`config.mk`:
```
export PLATFORM = sky130hd
export DESIGN_NAME = rgb_to_hsv_converter
export DESIGN_NICKNAME = d
export VERILOG_FILES = /design/src/rtl/hsv_pkg.sv /design/src/rtl/rgb_to_hsv_converter.sv /design/src/rtl/hsv_front.sv /design/src/rtl/hsv_div_pipe.sv
export SDC_FILE = /design/constraint.sdc
export NUM_CORES = 2
export LEC_CHECK = 0
export BUFFER_PORTS_ARGS = -buffer_cell sky130_fd_sc_hd__clkbuf_2
export CORE_MARGIN = 2
export CORE_UTILIZATION = 45
export DETAILED_ROUTE_END_ITERATION = 10
export PLACE_DENSITY = 0.66
export SLEW_MARGIN = 20
export SYNTH_ARGS = -nofsm -noshare
export SYNTH_HDL_FRONTEND = slang
export SYNTH_SLANG_ARGS = --single-unit
```
`constraint.sdc`:
```
create_clock -name clk -period 64.5 [get_ports clk]
set_input_delay 12.9 -clock clk [delete_from_list [all_inputs] [get_ports clk]]
set_output_delay 12.9 -clock clk [all_outputs]
set_load 0.02 [all_outputs]
```
`src/rtl/hsv_pkg.sv`:
```
`default_nettype none
package hsv_pkg;

	// Default channel width.
	localparam int CHANNEL_BITS = 8;

	// Hue scale: 1/64 degree units.
	localparam int HUE_W     = 15;
	localparam int HUE_SIXTH = 3840;
	localparam int HUE_FULL  = 23040;

	// Hue quotient never exceeds HUE_SIXTH, so it needs this many bits.
	localparam int HUE_QUO_BITS = 12;

	// Which channel holds the maximum.
	typedef enum logic [1:0] {
		SEC_RED,
		SEC_GREEN,
		SEC_BLUE
	} sector_t;

	// Per-pixel control that travels beside the divider.
	typedef struct packed {
		sector_t sector;
		logic    neg;
		logic    undef;
	} hsv_ctl_t;

	localparam int CTL_W = $bits(hsv_ctl_t);

endpackage
`default_nettype wire

```
`src/rtl/rgb_to_hsv_converter.sv`:
```
// Pixels pass in order through the front stages, the divider stages and the output register.
// Throughput: one pixel per clock; both dividers are fully pipelined, one quotient bit
// per stage, and the whole pipe advances whenever the output register is empty or taken.
// Reset: arst_n clears all valid bits asynchronously; data registers are not reset.
`default_nettype none
module rgb_to_hsv_converter #(
	parameter int CHANNEL_BITS = hsv_pkg::CHANNEL_BITS,
	parameter int IN_W  = ((3 * CHANNEL_BITS + 7) / 8) * 8,
	parameter int OUT_W = ((hsv_pkg::HUE_W + 2 * CHANNEL_BITS + 7) / 8) * 8
) (
	input  wire logic             clk,
	input  wire logic             arst_n,
	input  wire logic             s_axis_tvalid,
	output logic                  s_axis_tready,
	input  wire logic [IN_W-1:0]  s_axis_tdata,  // red, green, blue (low to high)
	output logic                  m_axis_tvalid,
	input  wire logic             m_axis_tready,
	output logic [OUT_W-1:0]      m_axis_tdata,  // hue, saturation, brightness (low to high)
	output logic                  m_axis_tuser   // hue_undefined
);

	localparam int QUO_BITS = (CHANNEL_BITS > hsv_pkg::HUE_QUO_BITS) ?
		CHANNEL_BITS : hsv_pkg::HUE_QUO_BITS;
	localparam int NUM_W  = CHANNEL_BITS + QUO_BITS;
	localparam int SIDE_W = CHANNEL_BITS + hsv_pkg::CTL_W;
	localparam int HW     = hsv_pkg::HUE_W + 1;
	localparam int MAG_W  = hsv_pkg::HUE_QUO_BITS;

	logic                    en;
	logic                    valid_s2;
	logic [NUM_W-1:0]        num_hue_s2, num_sat_s2;
	logic [CHANNEL_BITS-1:0] den_hue_s2, den_sat_s2, max_s2;
	hsv_pkg::hsv_ctl_t       ctl_s2;

	logic                    div_valid;
	logic [QUO_BITS-1:0]     quo_hue, quo_sat;
	logic [SIDE_W-1:0]       div_side;
	logic [CHANNEL_BITS-1:0] div_max;
	hsv_pkg::hsv_ctl_t       div_ctl;

	logic [HW-1:0]           offset, mag, hue_sum;
	logic [hsv_pkg::HUE_W-1:0] hue_final;

	logic                       out_valid_q;
	logic [hsv_pkg::HUE_W-1:0]  hue_q;
	logic [CHANNEL_BITS-1:0]    sat_q, bright_q;
	logic                       undef_q;

	// Whole pipe moves when the output register can take a new pixel
	assign en            = ~out_valid_q | m_axis_tready;
	assign s_axis_tready = en;

	hsv_front #(
		.CHANNEL_BITS (CHANNEL_BITS),
		.NUM_W        (NUM_W)
	) u_front (
		.clk        (clk),
		.arst_n     (arst_n),
		.en         (en),
		.in_valid   (s_axis_tvalid),
		.red        (s_axis_tdata[CHANNEL_BITS-1:0]),
		.green      (s_axis_tdata[2*CHANNEL_BITS-1:CHANNEL_BITS]),
		.blue       (s_axis_tdata[3*CHANNEL_BITS-1:2*CHANNEL_BITS]),
		.valid_s2   (valid_s2),
		.num_hue_s2 (num_hue_s2),
		.den_hue_s2 (den_hue_s2),
		.num_sat_s2 (num_sat_s2),
		.den_sat_s2 (den_sat_s2),
		.max_s2     (max_s2),
		.ctl_s2     (ctl_s2)
	);

	hsv_div_pipe #(
		.CHANNEL_BITS (CHANNEL_BITS),
		.QUO_BITS     (QUO_BITS),
		.SIDE_W       (SIDE_W)
	) u_div (
		.clk       (clk),
		.arst_n    (arst_n),
		.en        (en),
		.in_valid  (valid_s2),
		.num_hue   (num_hue_s2),
		.den_hue   (den_hue_s2),
		.num_sat   (num_sat_s2),
		.den_sat   (den_sat_s2),
		.side_in   ({max_s2, ctl_s2}),
		.out_valid (div_valid),
		.quo_hue   (quo_hue),
		.quo_sat   (quo_sat),
		.side_out  (div_side)
	);

	assign div_max = div_side[SIDE_W-1:hsv_pkg::CTL_W];
	assign div_ctl = div_side[hsv_pkg::CTL_W-1:0];

	// Hue: sector offset plus or minus quotient, wrapped into one turn
	always_comb begin
		case (div_ctl.sector)
			hsv_pkg::SEC_RED:   offset = '0;
			hsv_pkg::SEC_GREEN: offset = HW'(2 * hsv_pkg::HUE_SIXTH);
			hsv_pkg::SEC_BLUE:  offset = HW'(4 * hsv_pkg::HUE_SIXTH);
			default:            offset = '0;
		endcase
		mag = HW'(quo_hue[MAG_W-1:0]);
		if (!div_ctl.neg) begin
			hue_sum = offset + mag;
		end else if (mag > offset) begin
			hue_sum = offset + HW'(hsv_pkg::HUE_FULL) - mag;
		end else begin
			hue_sum = offset - mag;
		end
		if (hue_sum >= HW'(hsv_pkg::HUE_FULL)) begin
			hue_sum = hue_sum - HW'(hsv_pkg::HUE_FULL);
		end
		hue_final = div_ctl.undef ? '0 : hue_sum[hsv_pkg::HUE_W-1:0];
	end

	// Output register valid
	always_ff @(posedge clk or negedge arst_n) begin
		if (!arst_n) begin
			out_valid_q <= 1'b0;
		end else if (en) begin
			out_valid_q <= div_valid;
		end
	end

	// Output register data
	always_ff @(posedge clk) begin
		if (en) begin
			hue_q    <= hue_final;
			sat_q    <= quo_sat[CHANNEL_BITS-1:0];
			bright_q <= div_max;
			undef_q  <= div_ctl.undef;
		end
	end

	assign m_axis_tvalid = out_valid_q;
	assign m_axis_tdata  = OUT_W'({bright_q, sat_q, hue_q});
	assign m_axis_tuser  = undef_q;

endmodule
`default_nettype wire

```
`src/rtl/hsv_front.sv`:
```
`default_nettype none
module hsv_front #(
	parameter int CHANNEL_BITS = hsv_pkg::CHANNEL_BITS,
	parameter int NUM_W        = 2 * CHANNEL_BITS
) (
	input  wire logic                    clk,
	input  wire logic                    arst_n,
	input  wire logic                    en,
	input  wire logic                    in_valid,
	input  wire logic [CHANNEL_BITS-1:0] red,
	input  wire logic [CHANNEL_BITS-1:0] green,
	input  wire logic [CHANNEL_BITS-1:0] blue,
	output logic                         valid_s2,
	output logic [NUM_W-1:0]             num_hue_s2,
	output logic [CHANNEL_BITS-1:0]      den_hue_s2,
	output logic [NUM_W-1:0]             num_sat_s2,
	output logic [CHANNEL_BITS-1:0]      den_sat_s2,
	output logic [CHANNEL_BITS-1:0]      max_s2,
	output hsv_pkg::hsv_ctl_t            ctl_s2
);

	localparam logic [CHANNEL_BITS-1:0] CHAN_MAX = {CHANNEL_BITS{1'b1}};

	logic [CHANNEL_BITS-1:0] mx, mn, op_a, op_b;
	hsv_pkg::sector_t        sector;

	logic                    valid_s1;
	logic [CHANNEL_BITS-1:0] max_s1, delta_s1, dmag_s1;
	hsv_pkg::sector_t        sector_s1;
	logic                    neg_s1;

	// Max, min and sector selection (red wins ties, then green)
	always_comb begin
		mx = red;
		mn = red;
		if (green > mx) mx = green;
		if (blue > mx) mx = blue;
		if (green < mn) mn = green;
		if (blue < mn) mn = blue;
		if (red == mx) begin
			sector = hsv_pkg::SEC_RED;
		end else if (green == mx) begin
			sector = hsv_pkg::SEC_GREEN;
		end else begin
			sector = hsv_pkg::SEC_BLUE;
		end
		case (sector)
			hsv_pkg::SEC_RED: begin
				op_a = green;
				op_b = blue;
			end
			hsv_pkg::SEC_GREEN: begin
				op_a = blue;
				op_b = red;
			end
			hsv_pkg::SEC_BLUE: begin
				op_a = red;
				op_b = green;
			end
			default: begin
				op_a = '0;
				op_b = '0;
			end
		endcase
	end

	// Stage 1 valid
	always_ff @(posedge clk or negedge arst_n) begin
		if (!arst_n) begin
			valid_s1 <= 1'b0;
		end else if (en) begin
			valid_s1 <= in_valid;
		end
	end

	// Stage 1: delta and signed difference as magnitude plus sign
	always_ff @(posedge clk) begin
		if (en) begin
			max_s1    <= mx;
			delta_s1  <= mx - mn;
			sector_s1 <= sector;
			neg_s1    <= (op_a < op_b);
			dmag_s1   <= (op_a < op_b) ? (op_b - op_a) : (op_a - op_b);
		end
	end

	// Stage 2 valid
	always_ff @(posedge clk or negedge arst_n) begin
		if (!arst_n) begin
			valid_s2 <= 1'b0;
		end else if (en) begin
			valid_s2 <= valid_s1;
		end
	end

	// Stage 2: scaled numerators; zero divisors become one (numerator is zero then)
	always_ff @(posedge clk) begin
		if (en) begin
			num_hue_s2   <= NUM_W'(dmag_s1) * NUM_W'(hsv_pkg::HUE_SIXTH);
			num_sat_s2   <= NUM_W'(delta_s1) * NUM_W'(CHAN_MAX);
			den_hue_s2   <= (delta_s1 == '0) ? CHANNEL_BITS'(1) : delta_s1;
			den_sat_s2   <= (max_s1 == '0) ? CHANNEL_BITS'(1) : max_s1;
			max_s2       <= max_s1;
			ctl_s2.sector <= sector_s1;
			ctl_s2.neg    <= neg_s1;
			ctl_s2.undef  <= (delta_s1 == '0);
		end
	end

endmodule
`default_nettype wire

```
`src/rtl/hsv_div_pipe.sv`:
```
`default_nettype none
module hsv_div_pipe #(
	parameter int CHANNEL_BITS = hsv_pkg::CHANNEL_BITS,
	parameter int QUO_BITS     = hsv_pkg::HUE_QUO_BITS,
	parameter int SIDE_W       = CHANNEL_BITS + hsv_pkg::CTL_W
) (
	input  wire logic                             clk,
	input  wire logic                             arst_n,
	input  wire logic                             en,
	input  wire logic                             in_valid,
	input  wire logic [CHANNEL_BITS+QUO_BITS-1:0] num_hue,
	input  wire logic [CHANNEL_BITS-1:0]          den_hue,
	input  wire logic [CHANNEL_BITS+QUO_BITS-1:0] num_sat,
	input  wire logic [CHANNEL_BITS-1:0]          den_sat,
	input  wire logic [SIDE_W-1:0]                side_in,
	output logic                                  out_valid,
	output logic [QUO_BITS-1:0]                   quo_hue,
	output logic [QUO_BITS-1:0]                   quo_sat,
	output logic [SIDE_W-1:0]                     side_out
);

	localparam int NUM_W = CHANNEL_BITS + QUO_BITS;

	// Index 0 is the pipe input, index k the register after quotient step k.
	logic                    valid_s   [0:QUO_BITS];
	logic [NUM_W-1:0]        hrem_s    [0:QUO_BITS];
	logic [NUM_W-1:0]        srem_s    [0:QUO_BITS];
	logic [CHANNEL_BITS-1:0] hden_s    [0:QUO_BITS];
	logic [CHANNEL_BITS-1:0] sden_s    [0:QUO_BITS];
	logic [QUO_BITS-1:0]     hquo_s    [0:QUO_BITS];
	logic [QUO_BITS-1:0]     squo_s    [0:QUO_BITS];
	logic [SIDE_W-1:0]       side_s    [0:QUO_BITS];

	assign valid_s[0] = in_valid;
	assign hrem_s[0]  = num_hue;
	assign srem_s[0]  = num_sat;
	assign hden_s[0]  = den_hue;
	assign sden_s[0]  = den_sat;
	assign hquo_s[0]  = '0;
	assign squo_s[0]  = '0;
	assign side_s[0]  = side_in;

	// One restoring-division step per stage, both dividers side by side, MSB first
	for (genvar j = 0; j < QUO_BITS; j++) begin : g_step
		localparam int SH = QUO_BITS - 1 - j;

		logic [NUM_W-1:0] hsub, ssub;
		logic             hge, sge;

		assign hsub = NUM_W'(hden_s[j]) << SH;
		assign ssub = NUM_W'(sden_s[j]) << SH;
		assign hge  = (hrem_s[j] >= hsub);
		assign sge  = (srem_s[j] >= ssub);

		always_ff @(posedge clk or negedge arst_n) begin
			if (!arst_n) begin
				valid_s[j+1] <= 1'b0;
			end else if (en) begin
				valid_s[j+1] <= valid_s[j];
			end
		end

		always_ff @(posedge clk) begin
			if (en) begin
				hrem_s[j+1] <= hge ? (hrem_s[j] - hsub) : hrem_s[j];
				srem_s[j+1] <= sge ? (srem_s[j] - ssub) : srem_s[j];
				hquo_s[j+1] <= {hquo_s[j][QUO_BITS-2:0], hge};
				squo_s[j+1] <= {squo_s[j][QUO_BITS-2:0], sge};
				hden_s[j+1] <= hden_s[j];
				sden_s[j+1] <= sden_s[j];
				side_s[j+1] <= side_s[j];
			end
		end
	end

	assign out_valid = valid_s[QUO_BITS];
	assign quo_hue   = hquo_s[QUO_BITS];
	assign quo_sat   = squo_s[QUO_BITS];
	assign side_out  = side_s[QUO_BITS];

endmodule
`default_nettype wire

```
; ---- Word level (Yosys, flattened, before mapping)
; Index checks and enable logic that the tools add are counted.
[word_totals]
ff_bits = 1004
inputBits = 28
elab_cells = 219
[op_classes]
addsub = 30
n_mul = 2
magnitude_cmp = 31
eq_ne = 6
mux = 35
bitwise_logic = 2
n_reduce_logical = 3
[op_table]
columns = operator, count
row1 = 20-bit two-way mux, 21
row2 = 16-bit two-way mux, 3
row3 = 8-bit one-hot mux with 3 select lines, 2
row4 = 20-bit by 10-bit greater-or-equal comparator with 1-bit output, 2
row5 = 20-bit by 11-bit greater-or-equal comparator with 1-bit output, 2
row6 = 20-bit by 12-bit greater-or-equal comparator with 1-bit output, 2
row7 = 20-bit by 13-bit greater-or-equal comparator with 1-bit output, 2
row8 = 20-bit by 14-bit greater-or-equal comparator with 1-bit output, 2
row9 = 20-bit by 15-bit greater-or-equal comparator with 1-bit output, 2
row10 = 20-bit by 16-bit greater-or-equal comparator with 1-bit output, 2
row11 = 20-bit by 17-bit greater-or-equal comparator with 1-bit output, 2
row12 = 20-bit by 18-bit greater-or-equal comparator with 1-bit output, 2
row13 = 20-bit by 8-bit greater-or-equal comparator with 1-bit output, 2
row14 = 20-bit by 9-bit greater-or-equal comparator with 1-bit output, 2
row15 = 8-bit two-way mux, 5
row16 = 20-bit by 10-bit subtractor with 20-bit output, 2
row17 = 20-bit by 11-bit subtractor with 20-bit output, 2
row18 = 20-bit by 12-bit subtractor with 20-bit output, 2
row19 = 20-bit by 13-bit subtractor with 20-bit output, 2
row20 = 20-bit by 14-bit subtractor with 20-bit output, 2
row21 = 20-bit by 15-bit subtractor with 20-bit output, 2
row22 = 20-bit by 16-bit subtractor with 20-bit output, 2
row23 = 20-bit by 17-bit subtractor with 20-bit output, 2
row24 = 20-bit by 18-bit subtractor with 20-bit output, 2
row25 = 26 further kinds, 38

; ---- Depth between registers and ports, before layout
[logic_depth]
word_depth = 11
mapped_depth = 34
ltp_nobuf = 29

; ---- By module
; A second synthesis with hierarchy kept.
[hier_totals]
hier_cells = 3955
area_unflattened_um2 = 52155.0
[modules_own_cells]
columns = module, n_inst, cells_per_inst, area_per_inst_um2
row1 = hsv_div_pipe, 1, 3005, 41925.2
row2 = hsv_front, 1, 732, 7950.1
row3 = rgb_to_hsv_converter, 1, 218, 2279.7

; ---- Least setup slack after synthesis
; OpenSTA, ideal clock, no wires.
[synth_path]
path_kind = input to output
start = input m_axis_tready
end = output s_axis_tready
t_arrival_ns = 38.593
setup_slack_ns = 13.007
path_stages = 3
n_path_buf = 2
cell_sequence = nand2b_1 clkbuf_1 clkbuf_1
[synth_between]
elab_chain_len = 1
[synth_lines]
columns = element, line
row1 = "start, declared", rgb_to_hsv_converter.sv:17  ; input wire logic m_axis_tready,
row2 = 1-bit OR, rgb_to_hsv_converter.sv:50  ; assign en = ~out_valid_q | m_axis_tready;
row3 = "end, declared", rgb_to_hsv_converter.sv:14  ; output logic s_axis_tready,
; Every way passes these cells.

; ---- Worst setup path in the final report
; Ends and elaborated chain as after synthesis.

==> qor.yml <==
critical_path:
  regToRegEndpoint: "hue_q[11]"
  critPathRequiredTime_ns: 51.60
  timing.critical_path.from: "m_axis_tready"
  worstSetupStartpointType: "primary input"
  critical_path.endpoint_type: "primary output"
  cp-endpoint: "s_axis_tready"
  r2r_start: "u_div.side_out[3]"
  rr_worst_depth: 13
  path_class: "primary input to primary output"
  flop_to_flop_setup_slack_ns: 59.75
  timing.critical_path.fanout_max: 48
  worst-endpoint-arrival_ns: 13.80
route:
  first_iter_violations: 1124
  postRouteAntennaNets: 0
  remaining_drc_errors: 0
  firstDrtPassIters: 5
  wl_per_cell_um: 13.84
  detailroute.via_count: 26040
  vias_per_cell: 4.996
  finalWirelength_um: 72130
placement:
  quantity_of_i_o_buffers_inserted_on_ports: 61
  gpl.final_weighted_congestion: 0.8464
  placed_cells_incl_taps: 5033
  placement.cell_area_um2: 48720
  hpwl_um: 52490
layout:
  stdcell_area_um2: 51880
  final_layout_size_suffix_gt1_share_pct: 7.779
  count_of_placed_standard_cells_in_the_final_layout_fillers_left_out: 5211
  area.growth.synth_to_final_pct: 10.93
  nNetsFinal: 4158
  diodes: 0
clock_network:
  path_clk_slew_ns: 0.06
  clock_network_latency_to_the_later_pin_of_the_worst_skew_pair_ns: 0.67
  cts-buffers-inserted: 98
  clock_sinks: 944
  cts_tree: "built"
  postCtsResizedCells: 0
  post-cts-setup-buffer-count: 0
  cts_hold_buf: 0
  cts.path.max_buffers: 3
  cts_htree_levels: 3
  clk_root_buffer_cell: "sky130_fd_sc_hd__clkbuf_16"
timing:
  slew_headroom_pct: 33.37
  final.setup.tns_ns: 0
  transition_time_at_the_pin_with_the_least_slew_margin_ns: 0.9994
  layout_min_cycle_time_ns: 26.70
  timing.final.max_slew_violations: 0
  holdWs_ns: 0.3968
  hold_viol_final: 0
  timing.final.crit_share_pct: 41.39
  timing.clock.skew_ns: 0.04067
  upper_clock_frequency_limit_mhz: 37.46
  rsz0062_at_grt: "no"
  setup_violations: 0
floorplanning:
  die_boundary_width_um: 326.4
  dieHeight_um: 326.4
  io-pin-count: 63
  initial_core_util_pct: 45.25
  placement_rows: 118
  floorplan.core_area_um2: 103300
  design.die.area_um2: 106500
yosys:
  dominantRegCellSynth: "sky130_fd_sc_hd__edfxtp_1"
  average_footprint_of_a_synthesized_cell_um2: 12.84
  synthesis.nets: 4047
  synthArstFlopShare_pct: 1.589
  number_of_enable_flip_flop_cells_after_synthesis: 929
  ys_types: 78
  synth.ff_latch_count: 944
  synth.cell_area_um2: 46770
  synth_sequential_area_ratio_pct: 60.45
  synthCells: 3642
  synthesis.yosys.warnings: 0
run:
  cap_viol_max_count: 0
global_route:
  first_pass_grt_wire_length_um: 123000
  grt_start_max_net_pins: 87
  grt.overflow.total: 0
  antenna_found_initial: 0
  globalRouteTotalUtil_pct: 13.81
  first_global_vias: 26430
status:
  result_of_the_run: "finished clean"
hold_path:
  holdCritStartpoint: "u_div.hquo_s[86]"
  hold_path.class: "flip-flop to flip-flop"
## worst min path at each step
| stage | to | slack [ns] | cells past startpoint |
|---|---|---|---|
| after floorplan | bright_q[0] | 0.40 | 0 |
| after global placement | u_div.side_out[7] | 0.40 | 0 |
| after detailed placement | bright_q[5] | 0.40 | 0 |
| after CTS | u_div.hquo_s[75] | 0.39 | 0 |
| after global routing | u_div.side_s[24] | 0.40 | 0 |
| final | u_div.hquo_s[75] | 0.40 | 0 |
## through the flow
stage	utilization [%]	worst slack, ns
floorplan	-	13.01
global placement	47.14	37.81
detailed placement	47.14	37.78
CTS	50.17	37.78
global route	50.19	37.72
finish	50.19	37.80
## sequential cells by signal, indices dropped and copies added, names as in the netlist, 15 cells and up
name and count:
hue_q 15, u_div.g_step.hsub 88, u_div.g_step.ssub 88, u_div.hquo_s 66, u_div.hrem_s 160, u_div.side_s 132, u_div.squo_s 28, u_div.srem_s 220
u_front.num_sat_s2 16
## critical path, cell delays in order
cell and delay, ns:
sky130_fd_sc_hd__clkbuf_2 0.08, sky130_fd_sc_hd__nand2b_4 0.49, sky130_fd_sc_hd__clkbuf_2 0.30
## synth_stat cells (65+ instances only)
| master | instances | area, um^2 |
|---|---|---|
| sky130_fd_sc_hd__nor2_1 | 241 | 904.6 |
| sky130_fd_sc_hd__nor2b_1 | 65 | 406.6 |
| sky130_fd_sc_hd__xnor2_1 | 129 | 1130 |
| sky130_fd_sc_hd__fa_1 | 70 | 1401 |
| sky130_fd_sc_hd__a21oi_1 | 156 | 780.8 |
| sky130_fd_sc_hd__o21ai_0 | 199 | 996.0 |
| sky130_fd_sc_hd__nor3_1 | 66 | 330.3 |
| sky130_fd_sc_hd__edfxtp_1 | 929 | 27900 |
| sky130_fd_sc_hd__ha_1 | 307 | 3841 |
| sky130_fd_sc_hd__clkbuf_1 | 66 | 247.7 |
| sky130_fd_sc_hd__xor2_1 | 118 | 1033 |
| sky130_fd_sc_hd__nand2_1 | 210 | 788.3 |
| sky130_fd_sc_hd__inv_1 | 390 | 1464 |
## cells in the final DEF, fill, tap and decap left out, types with 66 or more instances in the layout
master                        n
sky130_fd_sc_hd__a21oi_1    156
sky130_fd_sc_hd__clkbuf_16   99
sky130_fd_sc_hd__edfxtp_1   929
sky130_fd_sc_hd__fa_1        70
sky130_fd_sc_hd__ha_1       307
sky130_fd_sc_hd__inv_1      390
sky130_fd_sc_hd__nand2_1    210
sky130_fd_sc_hd__nor2_1     241
sky130_fd_sc_hd__nor3_1      66
sky130_fd_sc_hd__o21ai_0    199
sky130_fd_sc_hd__xnor2_1    129
sky130_fd_sc_hd__xor2_1     118
## kinds of logic (layout without fill, tap and decap cells)
family / Yosys count / after routing / synth area share, %
AOI/OAI and AO/OA: 642 / 642 / 8.567
xor gates and xnor gates: 247 / 247 / 4.626
adders and majority gates: 377 / 377 / 11.21
buffers and inverters: 469 / 658 / 3.826
DFF: 944 / 944 / 60.45
muxes: 85 / 85 / 1.924
other: 1 / 1 / 0.008019
and+or+nand+nor: 877 / 877 / 9.385
## layer usage
metal	wire length, um	GRT usage (%)
met4	2157	4.527
met2	38350	26.25
met1	29530	15.53
met3	2091	2.399
met5	0	0
## final cells by class
class	instances	area (um^2)
Clock buffer	122	2574
Sequential cell	944	28270
Timing Repair Buffer	86	493.0
Inverter	394	1481
Fill cell	8873	51470
Clock inverter	56	555.5
Multi-Input combinational cell	2229	16770
Tap cell	1380	1727
Power is not shown: default switching activity piles up to over one toggle a cycle in this logic, so the estimate is an artifact.
